[config.mk]
export PLATFORM = sky130hd
export DESIGN_NAME = track_pan_lfo_pitch_envelope_unit
export DESIGN_NICKNAME = d
export VERILOG_FILES = /design/src/tple_pkg.sv /design/src/tple_core.sv /design/src/track_pan_lfo_pitch_envelope_unit.sv
export SDC_FILE = /design/constraint.sdc
export NUM_CORES = 1
export LEC_CHECK = 0
export ABC_AREA = 1
export BUFFER_PORTS_ARGS = -buffer_cell sky130_fd_sc_hd__buf_2
export CAP_MARGIN = 25
export CELL_PAD_IN_SITES_DETAIL_PLACEMENT = 0
export CELL_PAD_IN_SITES_GLOBAL_PLACEMENT = 2
export CORE_ASPECT_RATIO = 1.5
export CORE_MARGIN = 4
export CORE_UTILIZATION = 37
export CTS_CLUSTER_SIZE = 28
export DETAILED_ROUTE_END_ITERATION = 8
export PLACE_DENSITY = 0.78
export SLEW_MARGIN = 20
export SYNTH_ARGS = -nofsm -noshare
export SYNTH_HDL_FRONTEND = slang
export SYNTH_SLANG_ARGS = --single-unit
[constraint.sdc]
create_clock -name clk -period 4 [get_ports clk]
set_clock_uncertainty 0.1 [all_clocks]
set_input_delay 0 -clock clk [delete_from_list [all_inputs] [get_ports clk]]
set_output_delay 0 -clock clk [all_outputs]
set_load 0.01 [all_outputs]
[src/tple_pkg.sv]
`default_nettype none

package tple_pkg;

    localparam int OFFSET_BITS = 20;
    localparam int PITCH_BITS  = 20;
    localparam int EXT_BITS    = 64;

    localparam logic [7:0] PAN_RESET = 8'h40;
    localparam logic [7:0] PAN_MAX   = 8'h7f;

    typedef enum logic [2:0] {
        FUNC_TICK       = 3'd0,
        FUNC_SET_PAN    = 3'd1,
        FUNC_ADJ_PAN    = 3'd2,
        FUNC_LFO_CFG    = 3'd3,
        FUNC_LFO_ENABLE = 3'd4,
        FUNC_ENV_CFG    = 3'd5,
        FUNC_ENV_ENABLE = 3'd6,
        FUNC_NOTE_ON    = 3'd7
    } func_t;

    typedef struct packed {
        func_t             func;
        logic        [7:0] value;
        logic        [7:0] step;
        logic        [7:0] period;
        logic signed [4:0] amount;
        logic              flag;
    } cmd_t;

    typedef struct packed {
        logic              [7:0] pan_now;
        logic [PITCH_BITS-1:0]   pitch_offset;
        logic                    bend_event;
        logic                    lfo_active;
        logic                    env_active;
    } result_t;

endpackage

`default_nettype wire

[src/tple_core.sv]
`default_nettype none

module tple_core
    import tple_pkg::*;
(
    input  wire logic    clk,
    input  wire logic    rst_n,
    input  wire logic    update,
    input  wire cmd_t    cmd,
    output result_t      result
);

    logic [7:0] pan_pos_reg, pan_pos_next;
    logic [7:0] lfo_low_reg, lfo_low_next;
    logic [7:0] lfo_high_reg, lfo_high_next;
    logic [7:0] lfo_step_reg, lfo_step_next;
    logic [7:0] lfo_period_reg, lfo_period_next;
    logic [7:0] lfo_count_reg, lfo_count_next;
    logic       lfo_down_reg, lfo_down_next;
    logic       lfo_on_reg, lfo_on_next;
    logic [7:0] env_delay_reg, env_delay_next;
    logic [7:0] env_depth_reg, env_depth_next;
    logic [7:0] env_period_reg, env_period_next;
    logic [7:0] env_count_reg, env_count_next;
    logic signed [OFFSET_BITS-1:0] env_offset_reg, env_offset_next;
    logic       env_on_reg, env_on_next;
    logic       bend;

    logic signed [OFFSET_BITS:0]   off_ext;
    logic signed [OFFSET_BITS:0]   off_sum;
    logic signed [OFFSET_BITS-1:0] off_sat;
    logic [7:0]                    env_mag;
    logic [7:0]                    lfo_cnt_dec;
    logic signed [9:0]             lfo_next;
    logic signed [9:0]             adj_sum;
    logic [EXT_BITS-1:0]           off_wide;

    always_comb
    begin
        off_ext = {env_offset_reg[OFFSET_BITS-1], env_offset_reg};
        if (env_period_reg[7])
            off_sum = off_ext - $signed({{(OFFSET_BITS-7){1'b0}}, env_depth_reg});
        else
            off_sum = off_ext + $signed({{(OFFSET_BITS-7){1'b0}}, env_depth_reg});
        if (off_sum[OFFSET_BITS] != off_sum[OFFSET_BITS-1])
            off_sat = off_sum[OFFSET_BITS] ? {1'b1, {(OFFSET_BITS-1){1'b0}}}
                                           : {1'b0, {(OFFSET_BITS-1){1'b1}}};
        else
            off_sat = off_sum[OFFSET_BITS-1:0];
        env_mag = env_period_reg[7] ? 8'(8'd0 - env_period_reg) : env_period_reg;

        lfo_cnt_dec = lfo_count_reg - 8'd1;
        if (lfo_down_reg)
            lfo_next = $signed({2'b00, pan_pos_reg}) - $signed({2'b00, lfo_step_reg});
        else
            lfo_next = $signed({2'b00, pan_pos_reg}) + $signed({2'b00, lfo_step_reg});

        adj_sum = $signed({2'b00, pan_pos_reg}) + 10'(cmd.amount);
    end

    always_comb
    begin
        pan_pos_next    = pan_pos_reg;
        lfo_low_next    = lfo_low_reg;
        lfo_high_next   = lfo_high_reg;
        lfo_step_next   = lfo_step_reg;
        lfo_period_next = lfo_period_reg;
        lfo_count_next  = lfo_count_reg;
        lfo_down_next   = lfo_down_reg;
        lfo_on_next     = lfo_on_reg;
        env_delay_next  = env_delay_reg;
        env_depth_next  = env_depth_reg;
        env_period_next = env_period_reg;
        env_count_next  = env_count_reg;
        env_offset_next = env_offset_reg;
        env_on_next     = env_on_reg;
        bend            = 1'b0;

        unique case (cmd.func)
            FUNC_TICK:
            begin
                if (env_on_reg)
                begin
                    if (env_count_reg != 8'd0)
                        env_count_next = env_count_reg - 8'd1;
                    else
                    begin
                        env_offset_next = off_sat;
                        env_count_next  = env_mag - 8'd1;
                        bend            = 1'b1;
                    end
                end
                if (lfo_on_reg)
                begin
                    lfo_count_next = lfo_cnt_dec;
                    if (lfo_cnt_dec == 8'd0)
                    begin
                        lfo_count_next = lfo_period_reg;
                        pan_pos_next   = lfo_next[7:0];
                        if (!lfo_down_reg && lfo_next >= $signed({2'b00, lfo_high_reg}))
                        begin
                            pan_pos_next  = lfo_high_reg;
                            lfo_down_next = 1'b1;
                        end
                        else if (lfo_down_reg
                                 && lfo_next <= $signed({2'b00, lfo_low_reg}))
                        begin
                            pan_pos_next  = lfo_low_reg;
                            lfo_down_next = 1'b0;
                        end
                    end
                end
            end
            FUNC_SET_PAN:
            begin
                lfo_on_next  = 1'b0;
                pan_pos_next = cmd.value;
            end
            FUNC_ADJ_PAN:
            begin
                if (adj_sum < 10'sd0)
                    pan_pos_next = 8'd0;
                else if (adj_sum > $signed({2'b00, PAN_MAX}))
                    pan_pos_next = PAN_MAX;
                else
                    pan_pos_next = adj_sum[7:0];
            end
            FUNC_LFO_CFG:
            begin
                lfo_low_next    = (cmd.value < pan_pos_reg) ? cmd.value : pan_pos_reg;
                lfo_high_next   = (cmd.value > pan_pos_reg) ? cmd.value : pan_pos_reg;
                lfo_down_next   = cmd.value < pan_pos_reg;
                lfo_step_next   = cmd.step;
                lfo_period_next = cmd.period;
                lfo_count_next  = cmd.period;
                lfo_on_next     = cmd.step != 8'd0;
            end
            FUNC_LFO_ENABLE:
                lfo_on_next = cmd.flag && (lfo_step_reg != 8'd0);
            FUNC_ENV_CFG:
            begin
                env_delay_next  = cmd.value;
                env_depth_next  = cmd.step;
                env_period_next = cmd.period;
                env_count_next  = cmd.value;
                env_on_next     = cmd.step != 8'd0;
            end
            FUNC_ENV_ENABLE:
                env_on_next = cmd.flag && (env_depth_reg != 8'd0);
            FUNC_NOTE_ON:
            begin
                bend            = env_offset_reg != '0;
                env_offset_next = '0;
                env_count_next  = env_delay_reg;
            end
            default:
                bend = 1'b0;
        endcase

        off_wide = {{(EXT_BITS-OFFSET_BITS){env_offset_next[OFFSET_BITS-1]}},
                    env_offset_next};
        result.pan_now      = pan_pos_next;
        result.pitch_offset = off_wide[PITCH_BITS-1:0];
        result.bend_event   = bend;
        result.lfo_active   = lfo_on_next;
        result.env_active   = env_on_next;
    end

    always_ff @(posedge clk or negedge rst_n)
    begin
        if (!rst_n)
        begin
            pan_pos_reg    <= PAN_RESET;
            lfo_low_reg    <= PAN_RESET;
            lfo_high_reg   <= PAN_RESET;
            lfo_step_reg   <= 8'd0;
            lfo_period_reg <= 8'd0;
            lfo_count_reg  <= 8'd0;
            lfo_down_reg   <= 1'b0;
            lfo_on_reg     <= 1'b0;
            env_delay_reg  <= 8'd0;
            env_depth_reg  <= 8'd0;
            env_period_reg <= 8'd0;
            env_count_reg  <= 8'd0;
            env_offset_reg <= '0;
            env_on_reg     <= 1'b0;
        end
        else if (update)
        begin
            pan_pos_reg    <= pan_pos_next;
            lfo_low_reg    <= lfo_low_next;
            lfo_high_reg   <= lfo_high_next;
            lfo_step_reg   <= lfo_step_next;
            lfo_period_reg <= lfo_period_next;
            lfo_count_reg  <= lfo_count_next;
            lfo_down_reg   <= lfo_down_next;
            lfo_on_reg     <= lfo_on_next;
            env_delay_reg  <= env_delay_next;
            env_depth_reg  <= env_depth_next;
            env_period_reg <= env_period_next;
            env_count_reg  <= env_count_next;
            env_offset_reg <= env_offset_next;
            env_on_reg     <= env_on_next;
        end
    end

endmodule

`default_nettype wire

[src/track_pan_lfo_pitch_envelope_unit.sv]
`default_nettype none

// Per-track pan LFO / pitch envelope unit.
// Input stream (s_axis): one command request per transfer, func in tuser,
// operands in tdata. Output stream (m_axis): exactly one result per command,
// giving pan, pitch offset, bend flag and the LFO/envelope enables after it.
// Path: input register, then state update and result register in the same edge.
// Throughput: one command per cycle while the receiver takes the results.
// A stalled receiver holds the result register; one more request is still
// taken into the input register, after which s_axis_tready drops.
// Reset: pan and LFO bounds at 0x40, every other field zero, both units off,
// pipeline empty.
module track_pan_lfo_pitch_envelope_unit
    import tple_pkg::*;
(
    input  wire logic        clk,
    input  wire logic        rst_n,
    input  wire logic        s_axis_tvalid,
    output logic             s_axis_tready,
    // value[7:0], step[15:8], period[23:16], amount[28:24], flag[29], zero pad
    input  wire logic [31:0] s_axis_tdata,
    // func[2:0]
    input  wire logic [2:0]  s_axis_tuser,
    output logic             m_axis_tvalid,
    input  wire logic        m_axis_tready,
    // pan_now[7:0], pitch_offset[27:8], bend_event[28], lfo_active[29],
    // env_active[30], zero pad
    output logic [31:0]      m_axis_tdata
);

    logic    in_valid_reg;
    cmd_t    in_cmd_reg;
    logic    out_valid_reg;
    result_t out_res_reg;
    result_t res;
    logic    advance;
    logic    update;
    cmd_t    cmd_in;

    assign advance       = !out_valid_reg || m_axis_tready;
    assign update        = advance && in_valid_reg;
    assign s_axis_tready = !in_valid_reg || advance;

    always_comb
    begin
        cmd_in.func   = func_t'(s_axis_tuser);
        cmd_in.value  = s_axis_tdata[7:0];
        cmd_in.step   = s_axis_tdata[15:8];
        cmd_in.period = s_axis_tdata[23:16];
        cmd_in.amount = s_axis_tdata[28:24];
        cmd_in.flag   = s_axis_tdata[29];
    end

    tple_core u_core (
        .clk    (clk),
        .rst_n  (rst_n),
        .update (update),
        .cmd    (in_cmd_reg),
        .result (res)
    );

    always_ff @(posedge clk or negedge rst_n)
    begin
        if (!rst_n)
        begin
            in_valid_reg  <= 1'b0;
            out_valid_reg <= 1'b0;
        end
        else
        begin
            if (s_axis_tready)
                in_valid_reg <= s_axis_tvalid;
            if (advance)
                out_valid_reg <= in_valid_reg;
        end
    end

    always_ff @(posedge clk)
    begin
        if (s_axis_tready && s_axis_tvalid)
            in_cmd_reg <= cmd_in;
        if (update)
            out_res_reg <= res;
    end

    assign m_axis_tvalid = out_valid_reg;
    assign m_axis_tdata  = {1'b0, out_res_reg.env_active, out_res_reg.lfo_active,
                            out_res_reg.bend_event, out_res_reg.pitch_offset,
                            out_res_reg.pan_now};

    a_update_to_out: assert property (@(posedge clk) disable iff (!rst_n)
        update |=> m_axis_tvalid)
        else $error("result missing after state update");

    a_hold_pending: assert property (@(posedge clk) disable iff (!rst_n)
        in_valid_reg && !advance |=> in_valid_reg && $stable(in_cmd_reg))
        else $error("pending request lost while output stalled");

    a_rose_from_input: assert property (@(posedge clk) disable iff (!rst_n)
        $rose(m_axis_tvalid) |-> $past(in_valid_reg))
        else $error("result produced without a request");

    a_ready_when_free: assert property (@(posedge clk) disable iff (!rst_n)
        !in_valid_reg |-> s_axis_tready)
        else $error("input blocked with empty input register");

endmodule

`default_nettype wire

==> impl_metrics.json <==
{
  "globalRouteOverflowTotal": 0,
  "setup_viol": 0,
  "grt.met3_usage_pct": 2.47,
  "design.core.area_mm2": 0.0302,
  "switching_share_pct": 46.1,
  "clkSlewWorstSetupHoldPaths_ns": 0.07,
  "ys_seq_area_share_pct": 40.4,
  "hold_violations": 0,
  "wire_per_inst_um": 18.3,
  "p_leak_nw": 6.50,
  "yosysTopAreaCell": "dfrtp_1",
  "synth_compound_area_share_pct": 12.3,
  "synthXorXnorAreaFrac_pct": 4.13,
  "combPwrFrac_pct": 55.8,
  "numPortBuffers": 69,
  "drt-total-wl_um": 36300,
  "synth_area_leaders": "dfrtp_1 (23%), edfxtp_1 (17%), nand2_1 (13%), ha_1 (8.4%), inv_1 (5.4%)",
  "synth_top_family_by_area": "simple AND/OR/NAND/NOR gates",
  "grtUsageMet2_pct": 42.9,
  "largest_register_ffs": 33,
  "dieArea_mm2": 0.0333,
  "ys_warn_count": 0,
  "p_switching_mw": 4.42,
  "drive_gt1_share_pct": 15.2,
  "final_cells": 1981,
  "layout_common_cells": "nand2_1 (400), inv_1 (160), o21ai_0 (115)",
  "grt_pass1_wl_um": 56700,
  "critPathArrivalTime_ns": 3.85,
  "cp-start-kind": "flop",
  "syn_avg_cell_area_um2": 7.89,
  "async_reset_ff_share_pct": 62.1,
  "num_antenna_cells": 0,
  "layout.cells.most_common": "nand2_1",
  "rows": 78,
  "netlist_area_mm2": 0.0113,
  "utilization_pct": 44.3,
  "drc": 0,
  "cp_data_required_time_ns": 4.08,
  "grt_pass1_vias": 9988,
  "power_density_mw_per_mm2": 718,
  "grt_antenna_before_repair": 0,
  "grt_max_degree": 106,
  "ir_drop_mv": 0.456,
  "clockBufferDepth": 2,
  "finalPower_mw": 9.60,
  "htreeDepth": 4,
  "top_usage_layer": "met2",
  "dp_slack_ns": 0.0937,
  "drtIter0Drc": 465,
  "syn-num-nets": 1545,
  "drv_cap": 0,
  "endpoint_kind": "flop",
  "r2r_setup_slack_ns": 0.24,
  "cts_sinks": 169,
  "hold_class": "in2async",
  "synth-edff-count": 64,
  "gp_congestion": 0.883,
  "vias": 9798,
  "track_usage_pct": 22.3,
  "ys_ff_latch": 169,
  "fin_crit_ns": 3.76,
  "timing.fmax_ghz": 0.266,
  "final_nets": 1687,
  "cts_tree": "built",
  "seqPwrFrac_pct": 27.3,
  "synthCells": 1426,
  "slew_headroom_pct": 31.2,
  "die_y_um": 222,
  "synth_top_area_share_pct": 22.7,
  "worstSetupPathType": "reg2reg",
  "start_util_pct": 37.3,
  "worst_slew_pin_slew_ns": 1.03,
  "synth.distinct_cells": 60,
  "status": "complete, no violations",
  "die_w_um": 150,
  "cts_made_buffers": 17,
  "p_clk_share_pct": 16.9,
  "synth_fa_ha_area_share_pct": 9.16,
  "placedCellCount": 1909,
  "drt_pass1_iterations": 4,
  "slew_viol_final": 0,
  "io-pin-count": 73,
  "ant_nets": 0,
  "min_period_over_period_pct": 94.0,
  "synth_top_flop_cell": "dfrtp_1",
  "critPathMaxFanout": 6,
  "muxShareOfSynthArea_pct": 0.100,
  "routed_via_density": 4.95,
  "yosys.area_share.simple_pct": 26.0,
  "clockRootBuffer": "clkbuf_16",
  "area_delta_synth_final_pct": 18.8,
  "clock_latency_ns": 0.45,
  "dpl.hpwl_um": 28100,
  "use_met1_pct": 23.7,
  "power.internal_mw": 5.17,
  "worst_slack_ns": 0.238
}
-- layout make-up --
cell class                 instances  area, um2
timing repair buffer             161       1160
multi-input combinational       1047       5940
inverter                         172        646
clock inverter                    14        135
clock buffer                      18        439
fill                            3106      16800
tap                              400        500
sequential                       169       4560
-- through the flow --
step                area, um2  TNS (ns)  hold slack, ns
floorplan               11300         0          -0.396
global placement        12300         0          0.0338
detailed placement      12300         0          0.0383
CTS                     13200         0           0.100
global route            13400  -0.00553           0.118
finish                  13400         0          0.0517
-- cell usage after synthesis, types with 2 or more instances --
cell,n
nand2_1,403
inv_1,161
o21ai_0,117
dfrtp_1,102
nor2_1,86
a21oi_1,85
nand3_1,85
ha_1,76
edfxtp_1,64
xor2_1,31
clkbuf_1,23
nand2_2,19
nand4_1,17
nor3_1,14
xnor2_1,14
inv_2,9
a22oi_1,8
nand3_2,8
a221oi_1,7
nor4_1,7
o211ai_1,7
nand3b_1,6
o21ai_1,6
clkbuf_8,5
buf_6,4
fa_1,4
o21bai_1,4
or2_2,4
a31oi_1,3
dfstp_2,3
nand2_4,3
o311ai_0,3
a211oi_1,2
a21boi_1,2
a21oi_2,2
and2_1,2
buf_2,2
buf_4,2
clkinv_1,2
nand3_4,2
nor2_4,2
xor2_4,2
-- timing repair --
action | 4_1_cts | 5_1_grt
endpoints found under the setup margin | 0 | 55
hold buffers | 38 | 0
hold endpoints to repair | 141 | 0
buffers inserted | 0 | 2
resized for setup | 0 | 23
-- layer usage --
layer | share of wire (%) | up-vias
met5 | 0 | -
met4 | 4.6 | 0
met3 | 1.9 | 62
met2 | 56 | 149
met1 | 37 | 4586
li1 | - | 5001
-- worst max-delay path: stages, from the launching register on --
cell	delay (ns)
dfrtp_1	0.45
inv_1	0.09
ha_1	0.20
fa_2	0.35
inv_1	0.07
nand2_1	0.06
nand2_2	0.07
and2_4	0.14
nor2_1	0.04
a31oi_1	0.19
xor2_1	0.20
inv_2	0.08
ha_1	0.29
nand2_1	0.06
nor2_1	0.04
nor2_1	0.09
o211ai_1	0.10
nand3_1	0.11
a21oi_2	0.06
buf_4	0.15
inv_2	0.12
buf_4	0.14
nand3_1	0.11
nand2_1	0.08
nand3_1	0.09
-- logic make-up (layout without fill, tap and decap cells) --
group / count (synthesis) / in the layout
compound gates: 251 / 251
xor+xnor: 48 / 48
fa+ha+maj: 80 / 80
buf+inv: 210 / 365
flops: 169 / 169
mux: 1 / 1
other cells: 1 / 1
simple gates: 666 / 666
-- power groups by stage --
stage | clock network, mW | registers (mW) | logic, mW
2_1_floorplan | 0 | 2.55 | 3.42
3_3_place_gp | 0 | 2.64 | 5.19
3_5_place_dp | 0 | 2.64 | 5.20
4_1_cts | 1.67 | 2.61 | 5.27
5_1_grt | 1.73 | 2.67 | 6.03
6_report | 1.62 | 2.62 | 5.35
-- worst paths after layout --
| check | startpoint | to | cells after the start |
|---|---|---|---|
| min in group clk | s_axis_tdata[20] | in_cmd_reg[10] | 2 |
| min | rst_n | u_core.lfo_period_reg[2] | 3 |
| max in group asynchronous | rst_n | u_core.pan_pos_reg[2] | 3 |
| max reg2reg | u_core.pan_pos_reg[0] | m_axis_tdata[3] | 24 |
| max | u_core.pan_pos_reg[0] | m_axis_tdata[3] | 24 |
| min reg2reg | u_core.env_delay_reg[1] | u_core.env_delay_reg[1] | 2 |
Note: power is estimated with default switching activity, not from simulation.
